**config.mk**
```make
export PLATFORM = sky130hd
export DESIGN_NAME = ps2_device_byte_transmitter
export DESIGN_NICKNAME = d
export VERILOG_FILES = /design/src/ps2dt_pkg.sv /design/src/ps2dt_queue.sv /design/src/ps2dt_rsp_buffer.sv /design/src/ps2_device_byte_transmitter.sv
export SDC_FILE = /design/constraint.sdc
export NUM_CORES = 2
export LEC_CHECK = 0
export ABC_AREA = 1
export BUFFER_PORTS_ARGS = -buffer_cell sky130_fd_sc_hd__buf_2
export CAP_MARGIN = 10
export CORE_AREA = 2 2 475 477
export CTS_BUF_LIST = sky130_fd_sc_hd__clkbuf_4
export DETAILED_ROUTE_END_ITERATION = 12
export DIE_AREA = 0 0 477 479
export SETUP_SLACK_MARGIN = 0.02
export SYNTH_ARGS = -nofsm -noshare
export SYNTH_HDL_FRONTEND = slang
export SYNTH_SLANG_ARGS = --single-unit
```
**constraint.sdc**
```tcl
create_clock -name clock -period 8.2 [get_ports clock]
set_input_delay 1.23 -clock clock [delete_from_list [all_inputs] [get_ports clock]]
set_output_delay 1.23 -clock clock [all_outputs]
set_load 0.01 [all_outputs]
```
**src/ps2dt_pkg.sv**
```systemverilog
package ps2dt_pkg;

   localparam logic [15:0] HALF_PERIOD_RESET = 16'd2000;

   localparam logic [4:0] START_LAST_PHASE  = 5'd1;
   localparam logic [4:0] DATA_LAST_PHASE   = 5'd17;
   localparam logic [4:0] PARITY_LAST_PHASE = 5'd19;
   localparam logic [4:0] STOP_LAST_PHASE   = 5'd21;
   localparam logic [4:0] LAST_PHASE        = 5'd26;

   localparam logic CMD_TICK = 1'b0;
   localparam logic CMD_PUSH = 1'b1;

   localparam logic REG_HALF_PERIOD = 1'b0;

   typedef struct packed {
      logic push;
      logic pop;
   } queue_ctrl_type;

   typedef struct packed {
      logic       empty;
      logic       full;
      logic [7:0] head_byte;
      logic [7:0] queued_count;
   } queue_status_type;

   typedef struct packed {
      logic       push_dropped;
      logic [7:0] queued_count;
      logic       line_data;
      logic       line_clock;
   } rsp_payload_type;

   localparam int RSP_PAYLOAD_BITS = $bits(rsp_payload_type);

endpackage

```
**src/ps2dt_queue.sv**
```systemverilog
module ps2dt_queue #(
   parameter int QUEUE_DEPTH = 256
) (
   input  logic                        clock,
   input  logic                        reset,
   input  ps2dt_pkg::queue_ctrl_type   ctrl,
   input  logic [7:0]                  push_byte,
   output ps2dt_pkg::queue_status_type status
);

   localparam int PW = $clog2(QUEUE_DEPTH);
   localparam logic [PW-1:0] LAST_SLOT = PW'(QUEUE_DEPTH - 1);

   logic [7:0]    mem [QUEUE_DEPTH];
   logic [7:0]    head_byte_ff;
   logic [PW-1:0] head_ff, head_in;
   logic [PW-1:0] tail_ff, tail_in;
   logic [PW-1:0] count_ff, count_in;
   logic [PW+7:0] count_ext;

   // The head entry is read every cycle. A push never writes the head slot while
   // the queue holds anything, and the first data bit is sent at least two beats
   // after a new head is set, so the registered read is always current in time.
   always_ff @(posedge clock) begin
      if (ctrl.push) begin
         mem[tail_ff] <= push_byte;
      end
      head_byte_ff <= mem[head_ff];
   end

   always_comb begin
      head_in  = head_ff;
      tail_in  = tail_ff;
      count_in = count_ff;
      if (ctrl.push) begin
         tail_in  = (tail_ff == LAST_SLOT) ? '0 : tail_ff + 1'b1;
         count_in = count_ff + 1'b1;
      end
      if (ctrl.pop) begin
         head_in  = (head_ff == LAST_SLOT) ? '0 : head_ff + 1'b1;
         count_in = count_ff - 1'b1;
      end
   end

   always_ff @(posedge clock) begin
      if (reset) begin
         head_ff  <= '0;
         tail_ff  <= '0;
         count_ff <= '0;
      end else begin
         head_ff  <= head_in;
         tail_ff  <= tail_in;
         count_ff <= count_in;
      end
   end

   assign count_ext = {8'b0, count_in};

   assign status.empty        = (count_ff == '0);
   assign status.full         = (count_ff == LAST_SLOT);
   assign status.head_byte    = head_byte_ff;
   assign status.queued_count = count_ext[7:0];

endmodule

```
**src/ps2dt_rsp_buffer.sv**
```systemverilog
module ps2dt_rsp_buffer (
   input  logic                        clock,
   input  logic                        reset,
   input  logic                        in_valid,
   output logic                        in_ready,
   input  ps2dt_pkg::rsp_payload_type  in_payload,
   output logic                        out_valid,
   input  logic                        out_ready,
   output ps2dt_pkg::rsp_payload_type  out_payload
);

   ps2dt_pkg::rsp_payload_type slot_ff [2];
   logic       rd_ptr_ff, rd_ptr_in;
   logic       wr_ptr_ff, wr_ptr_in;
   logic [1:0] fill_ff, fill_in;
   logic       wr_fire;
   logic       rd_fire;

   assign in_ready  = (fill_ff != 2'd2);
   assign out_valid = (fill_ff != 2'd0);
   assign wr_fire   = in_valid && in_ready;
   assign rd_fire   = out_valid && out_ready;
   assign out_payload = slot_ff[rd_ptr_ff];

   always_ff @(posedge clock) begin
      if (wr_fire) begin
         slot_ff[wr_ptr_ff] <= in_payload;
      end
   end

   always_comb begin
      wr_ptr_in = wr_fire ? ~wr_ptr_ff : wr_ptr_ff;
      rd_ptr_in = rd_fire ? ~rd_ptr_ff : rd_ptr_ff;
      fill_in   = fill_ff + {1'b0, wr_fire} - {1'b0, rd_fire};
   end

   always_ff @(posedge clock) begin
      if (reset) begin
         rd_ptr_ff <= 1'b0;
         wr_ptr_ff <= 1'b0;
         fill_ff   <= 2'd0;
      end else begin
         rd_ptr_ff <= rd_ptr_in;
         wr_ptr_ff <= wr_ptr_in;
         fill_ff   <= fill_in;
      end
   end

endmodule

```
**src/ps2_device_byte_transmitter.sv**
```systemverilog
// PS/2 device-side transmitter. Bytes pushed on the request stream wait in a
// ring queue held in one memory of QUEUE_DEPTH bytes, which stores at most
// QUEUE_DEPTH-1 of them; a push to a full queue is dropped and flagged. Tick
// beats time the frame: every half_period_ticks ticks the transmitter takes one
// of 27 steps (start bit, eight data bits LSB first, odd parity, stop bit, an
// idle gap) and the last step removes the byte. The block takes one beat per
// clock cycle while its two-entry output buffer has room; each beat's result
// is registered in that buffer, so one stalled result does not hold up the
// next request beat. The rate is set by the tick and phase update and by the
// queue memory, whose head entry is read every cycle. The memory is not cleared
// after reset and needs no clearing pass.
module ps2_device_byte_transmitter #(
   parameter int QUEUE_DEPTH = 256
) (
   input  logic        clock,
   input  logic        reset,
   input  logic        req_tvalid,
   output logic        req_tready,
   input  logic [7:0]  req_tdata,    // byte_value
   input  logic        req_tuser,    // command
   output logic        rsp_tvalid,
   input  logic        rsp_tready,
   output logic [15:0] rsp_tdata,    // line_clock, line_data, queued_count[7:0], push_dropped
   input  logic        csr_psel,
   input  logic        csr_penable,
   input  logic        csr_pwrite,
   input  logic [2:0]  csr_paddr,
   input  logic [31:0] csr_pwdata,
   output logic [31:0] csr_prdata,
   output logic        csr_pready
);

   ps2dt_pkg::queue_ctrl_type   q_ctrl;
   ps2dt_pkg::queue_status_type q_status;
   ps2dt_pkg::rsp_payload_type  rsp_in_payload;
   ps2dt_pkg::rsp_payload_type  rsp_out_payload;

   logic [15:0] half_period_ff, half_period_in;
   logic [15:0] tick_ff, tick_in;
   logic [4:0]  phase_ff, phase_in;
   logic        clock_level_ff, clock_level_in;
   logic        data_level_ff, data_level_in;

   logic        req_fire;
   logic        is_push;
   logic        dropped;
   logic        tick_active;
   logic [16:0] tick_sum;
   logic        advance;
   logic [3:0]  bit_sel;
   logic        parity_bit;
   logic        csr_write;

   assign csr_pready = 1'b1;
   assign csr_write  = csr_psel && csr_penable && csr_pwrite && csr_pready;
   assign csr_prdata = (csr_paddr[2] == ps2dt_pkg::REG_HALF_PERIOD) ?
                       {16'b0, half_period_ff} : 32'b0;

   always_comb begin
      half_period_in = half_period_ff;
      if (csr_write && csr_paddr[2] == ps2dt_pkg::REG_HALF_PERIOD) begin
         half_period_in = csr_pwdata[15:0];
      end
   end

   assign req_fire    = req_tvalid && req_tready;
   assign is_push     = (req_tuser == ps2dt_pkg::CMD_PUSH);
   assign dropped     = req_fire && is_push && q_status.full;
   assign tick_active = req_fire && !is_push && !q_status.empty;
   assign tick_sum    = {1'b0, tick_ff} + 17'd1;
   assign advance     = tick_active && (tick_sum >= {1'b0, half_period_ff});
   assign bit_sel     = phase_ff[4:1] - 4'd1;
   assign parity_bit  = ~(^q_status.head_byte);

   assign q_ctrl.push = req_fire && is_push && !q_status.full;
   assign q_ctrl.pop  = advance && (phase_ff >= ps2dt_pkg::LAST_PHASE);

   always_comb begin
      tick_in        = tick_ff;
      phase_in       = phase_ff;
      clock_level_in = clock_level_ff;
      data_level_in  = data_level_ff;
      if (tick_active) begin
         tick_in = tick_sum[15:0];
      end
      if (advance) begin
         tick_in  = 16'd0;
         phase_in = phase_ff + 5'd1;
         clock_level_in = phase_ff[0];
         priority if (phase_ff <= ps2dt_pkg::START_LAST_PHASE) begin
            data_level_in = 1'b0;
         end else if (phase_ff <= ps2dt_pkg::DATA_LAST_PHASE) begin
            data_level_in = q_status.head_byte[bit_sel[2:0]];
         end else if (phase_ff <= ps2dt_pkg::PARITY_LAST_PHASE) begin
            data_level_in = parity_bit;
         end else if (phase_ff <= ps2dt_pkg::STOP_LAST_PHASE) begin
            data_level_in = 1'b1;
         end else if (phase_ff < ps2dt_pkg::LAST_PHASE) begin
            clock_level_in = 1'b1;
            data_level_in  = 1'b1;
         end else begin
            clock_level_in = 1'b1;
            phase_in       = 5'd0;
         end
      end
   end

   always_ff @(posedge clock) begin
      if (reset) begin
         half_period_ff <= ps2dt_pkg::HALF_PERIOD_RESET;
         tick_ff        <= 16'd0;
         phase_ff       <= 5'd0;
         clock_level_ff <= 1'b1;
         data_level_ff  <= 1'b0;
      end else begin
         half_period_ff <= half_period_in;
         tick_ff        <= tick_in;
         phase_ff       <= phase_in;
         clock_level_ff <= clock_level_in;
         data_level_ff  <= data_level_in;
      end
   end

   ps2dt_queue #(
      .QUEUE_DEPTH(QUEUE_DEPTH)
   ) u_queue (
      .clock     (clock),
      .reset     (reset),
      .ctrl      (q_ctrl),
      .push_byte (req_tdata),
      .status    (q_status)
   );

   assign rsp_in_payload.push_dropped = dropped;
   assign rsp_in_payload.queued_count = q_status.queued_count;
   assign rsp_in_payload.line_data    = data_level_in;
   assign rsp_in_payload.line_clock   = clock_level_in;

   ps2dt_rsp_buffer u_rsp_buffer (
      .clock       (clock),
      .reset       (reset),
      .in_valid    (req_fire),
      .in_ready    (req_tready),
      .in_payload  (rsp_in_payload),
      .out_valid   (rsp_tvalid),
      .out_ready   (rsp_tready),
      .out_payload (rsp_out_payload)
   );

   assign rsp_tdata = {(16 - ps2dt_pkg::RSP_PAYLOAD_BITS)'(0), rsp_out_payload};

endmodule

```
==> out/metrics.yaml <==
pwr-share-comb: 0.021
hp-start: "csr_pwdata[9]"
hp-class: "primary input to flip-flop"
crit_slowest_cell: "dfxtp_4"
synthSimpleGateAreaFrac: 0.232
gr-total-overflow: 0
syn_to_final_growth_pct: 10.5
p_per_area_mw_per_mm2: 222
rsz0062_at_grt: "no"
synth_xor_xnor_area_share: 0.00354
finalCriticalPeriod_ns: 4.46
synth_area_mm2: 0.0890
clock-sinks: 2146
cpMostUsedCell: "nand2_1"
vias_per_cell: 5.29
io_buffers: 61
status: "complete, no violations"
ir_drop_v: 0.000128
dr.pass1.iters: 6
clk_pin_slew_ns: 0.08
seqPwrFrac: 0.554
grt_pass1_wl_um: 354000
finalInstanceArea_mm2: 0.0983
finalNetCount: 8039
grt_usage: 0.203
ios: 102
die_area_mm2: 0.228
synth_compound_area_frac: 0.00643
drive_gt1_frac: 0.129
maxCapViolCount: 0
antenna_found_initial: 3
postCtsSetupBuffers: 0
reg2reg_depth: 14
worst_path_largest_cell_delay_ns: 0.90
synth_seq_cells: 2146
finalClockSkew_ns: 0.0963
final_max_slew_viol_count: 0
hold_buffers: 4
routedWlPerCell_um: 21.0
initial_core_util: 0.398
worstMarginPinSlew_ns: 1.28
clockBufferDepth: 4
r2r_slack_ns: 3.74
hold_viol: 0
r2r_start: "u_queue.head_ff[0]$_SDFFE_PP0P_"
synth_top_flop_cell: "edfxtp_1"
clock.fmax_mhz: 224
avgSynthCellArea_um2: 11.5
start_kind: "flip-flop"
post-route-period-util: 0.544
drc: 0
critPathMaxFanout: 91
seq_area_frac_synth: 0.716
leakage_nw: 34.9
power_switching_mw: 4.69
crit_path_end_kind: "flip-flop"
p_int_mw: 17.1
cts-root-buf: "clkbuf_4"
clkPwrFrac: 0.424
ys_warn_count: 0
grt_start_max_net_pins: 316
die_x_um: 477
setup_tns_ns: 0
dpl_cell_area_mm2: 0.0912
path_class: "flip-flop to flip-flop"
layout_common_cells: "nand2_1 (2402), edfxtp_1 (2070), nand3_1 (1955)"
final-setup-viol-count: 0
async_flop_share: 0
numCtsBuffers: 572
fillCellCount: 20714
dp_slack_ns: 3.18
cts.repair.resized: 0
std_cell_rows: 174
synth_cell_types: 51
vias: 59911
synth_top_family_by_area: "simple AND/OR/NAND/NOR gates"
drtIter0Drc: 6461
hold_slack_ns: 0.149
die_h_um: 479
htree_levels: 6
hold_path_depth: 3
synth-edff-count: 2070
yosys-mux-area-fraction: 0.00139
final_common_cell: "nand2_1"
gp_congestion: 0.898
wl_um: 238000
core_area_mm2: 0.224
hpwl_um: 125000
whs_endpoint: "half_period_ff[9]$_SDFFE_PP1P_"
crit_required_ns: 9.47
p_sw_frac: 0.216
slew_headroom: 0.146
syn_inst: 7748
crit_chain: "buf_4 -> buf_4 -> nand2_1 -> nand3_1 -> nand3_1 -> nand3_1 -> nand3_1 -> nand2_1 -> nand2_1 -> nand2_1 -> nand2_1 -> nand2_1 -> inv_1 -> nand2_1"
crit_arrival_ns: 5.73
ff_latch_area_mm2: 0.0637
yosys.area_share.adder: 0.00492
cts_tree: "yes"
worstSkewPairLatency_ns: 1.41
utilization: 0.440
ant_nets: 0
multi_input_area_mm2: 0.0221
setup_ws_ns: 3.74
reg2reg_to: "u_queue.head_byte_ff[1]$_DFF_P_"
grt_pass1_vias: 57729
critical path: cells and delay by family (launching register included):
kind                   cells  cell delay, ns
and+or+nand+nor           11            1.47
buffers and inverters      3            1.75
DFF                        1            0.90
worst max-delay path by stage:
stage               depth (start not counted)                            start                              end  slack (ns)
global placement                            8                       req_tvalid     u_queue.mem[82][3]$_DFFE_PP_        3.25
global route                               14  u_queue.head_ff[0]$_SDFFE_PP0P_  u_queue.head_byte_ff[5]$_DFF_P_        3.53
floorplan                                   3                     csr_paddr[2]                   csr_prdata[10]        5.12
CTS                                        14  u_queue.head_ff[0]$_SDFFE_PP0P_  u_queue.head_byte_ff[4]$_DFF_P_        3.81
detailed placement                          8                       req_tvalid     u_queue.mem[82][3]$_DFFE_PP_        3.18
finish                                     14  u_queue.head_ff[0]$_SDFFE_PP0P_  u_queue.head_byte_ff[1]$_DFF_P_        3.74
metal layers:
metal,routed length (um),vias up,track usage
li1,-,27960,-
met1,102000,28895,0.279
met5,0,-,0
met4,7240,0,0.0768
met2,109000,2625,0.315
met3,20100,431,0.0428
layout make-up:
| class | count | share of cell area |
|---|---|---|
| Clock buffer | 861 | 0.0658 |
| Clock inverter | 94 | 0.00530 |
| Tap cell | 2992 | 0.0381 |
| Inverter | 126 | 0.00526 |
| Timing Repair Buffer | 137 | 0.0119 |
| Sequential cell | 2146 | 0.648 |
| Multi-Input combinational cell | 4970 | 0.225 |
| Antenna cell | 10 | 0.000255 |
cell usage after synthesis (all sizes together) (10+ instances only):
library cell / instances / area (um2)
nand4: 33 / 206
mux2: 11 / 124
edfxtp: 2070 / 62200
inv: 118 / 448
a21oi: 49 / 275
xnor2: 10 / 87.6
nor2: 337 / 1270
nor3: 16 / 96.4
ha: 35 / 438
nand3: 1962 / 9850
nand2: 2408 / 9070
buf: 424 / 2360
xor2: 26 / 228
dfxtp: 76 / 1520
clkbuf: 102 / 384
o21ai: 27 / 135
sequential cells by signal (all words and copies together), names as in the netlist, named ones only:
name and cells:
u_rsp_buffer.fill_ff 2, phase_ff 5, u_rsp_buffer.slot_ff 22, u_queue.head_ff 8, u_queue.mem 2048, u_queue.count_ff 8
data_level_ff 1, tick_ff 16, u_rsp_buffer.wr_ptr_ff 1, u_rsp_buffer.rd_ptr_ff 1, u_queue.head_byte_ff 8, half_period_ff 16
clock_level_ff 1, u_queue.tail_ff 8
kinds of logic after synthesis:
group                    Yosys count
other                              2
flip-flops                      2146
multiplexers                      11
adder cells (fa/ha/maj)           35
AND/OR/NAND/NOR                 4770
XOR/XNOR                          36
buffers and inverters            652
AO/OA/AOI/OAI                     96
power by group through the flow:
stage / Sequential [mW] / Clock [mW] / Combinational (mW)
after CTS: 12.1 / 9.44 / 0.470
after global routing: 12.1 / 9.99 / 0.508
after floorplan: 12.3 / 0 / 0.175
after global placement: 12.3 / 0 / 0.455
after detailed placement: 12.3 / 0 / 0.467
final: 12.1 / 9.24 / 0.468
per-stage QoR:
| step | power (mW) | cells |
|---|---|---|
| 4_1_cts | 22.0 | 11326 |
| 5_1_grt | 22.6 | 11334 |
| 3_5_place_dp | 12.8 | 10367 |
| 6_report | 21.8 | 11336 |
| 2_1_floorplan | 12.5 | 7768 |
| 3_3_place_gp | 12.8 | 10367 |
No activity file was read; power rests on OpenSTA's default activity.
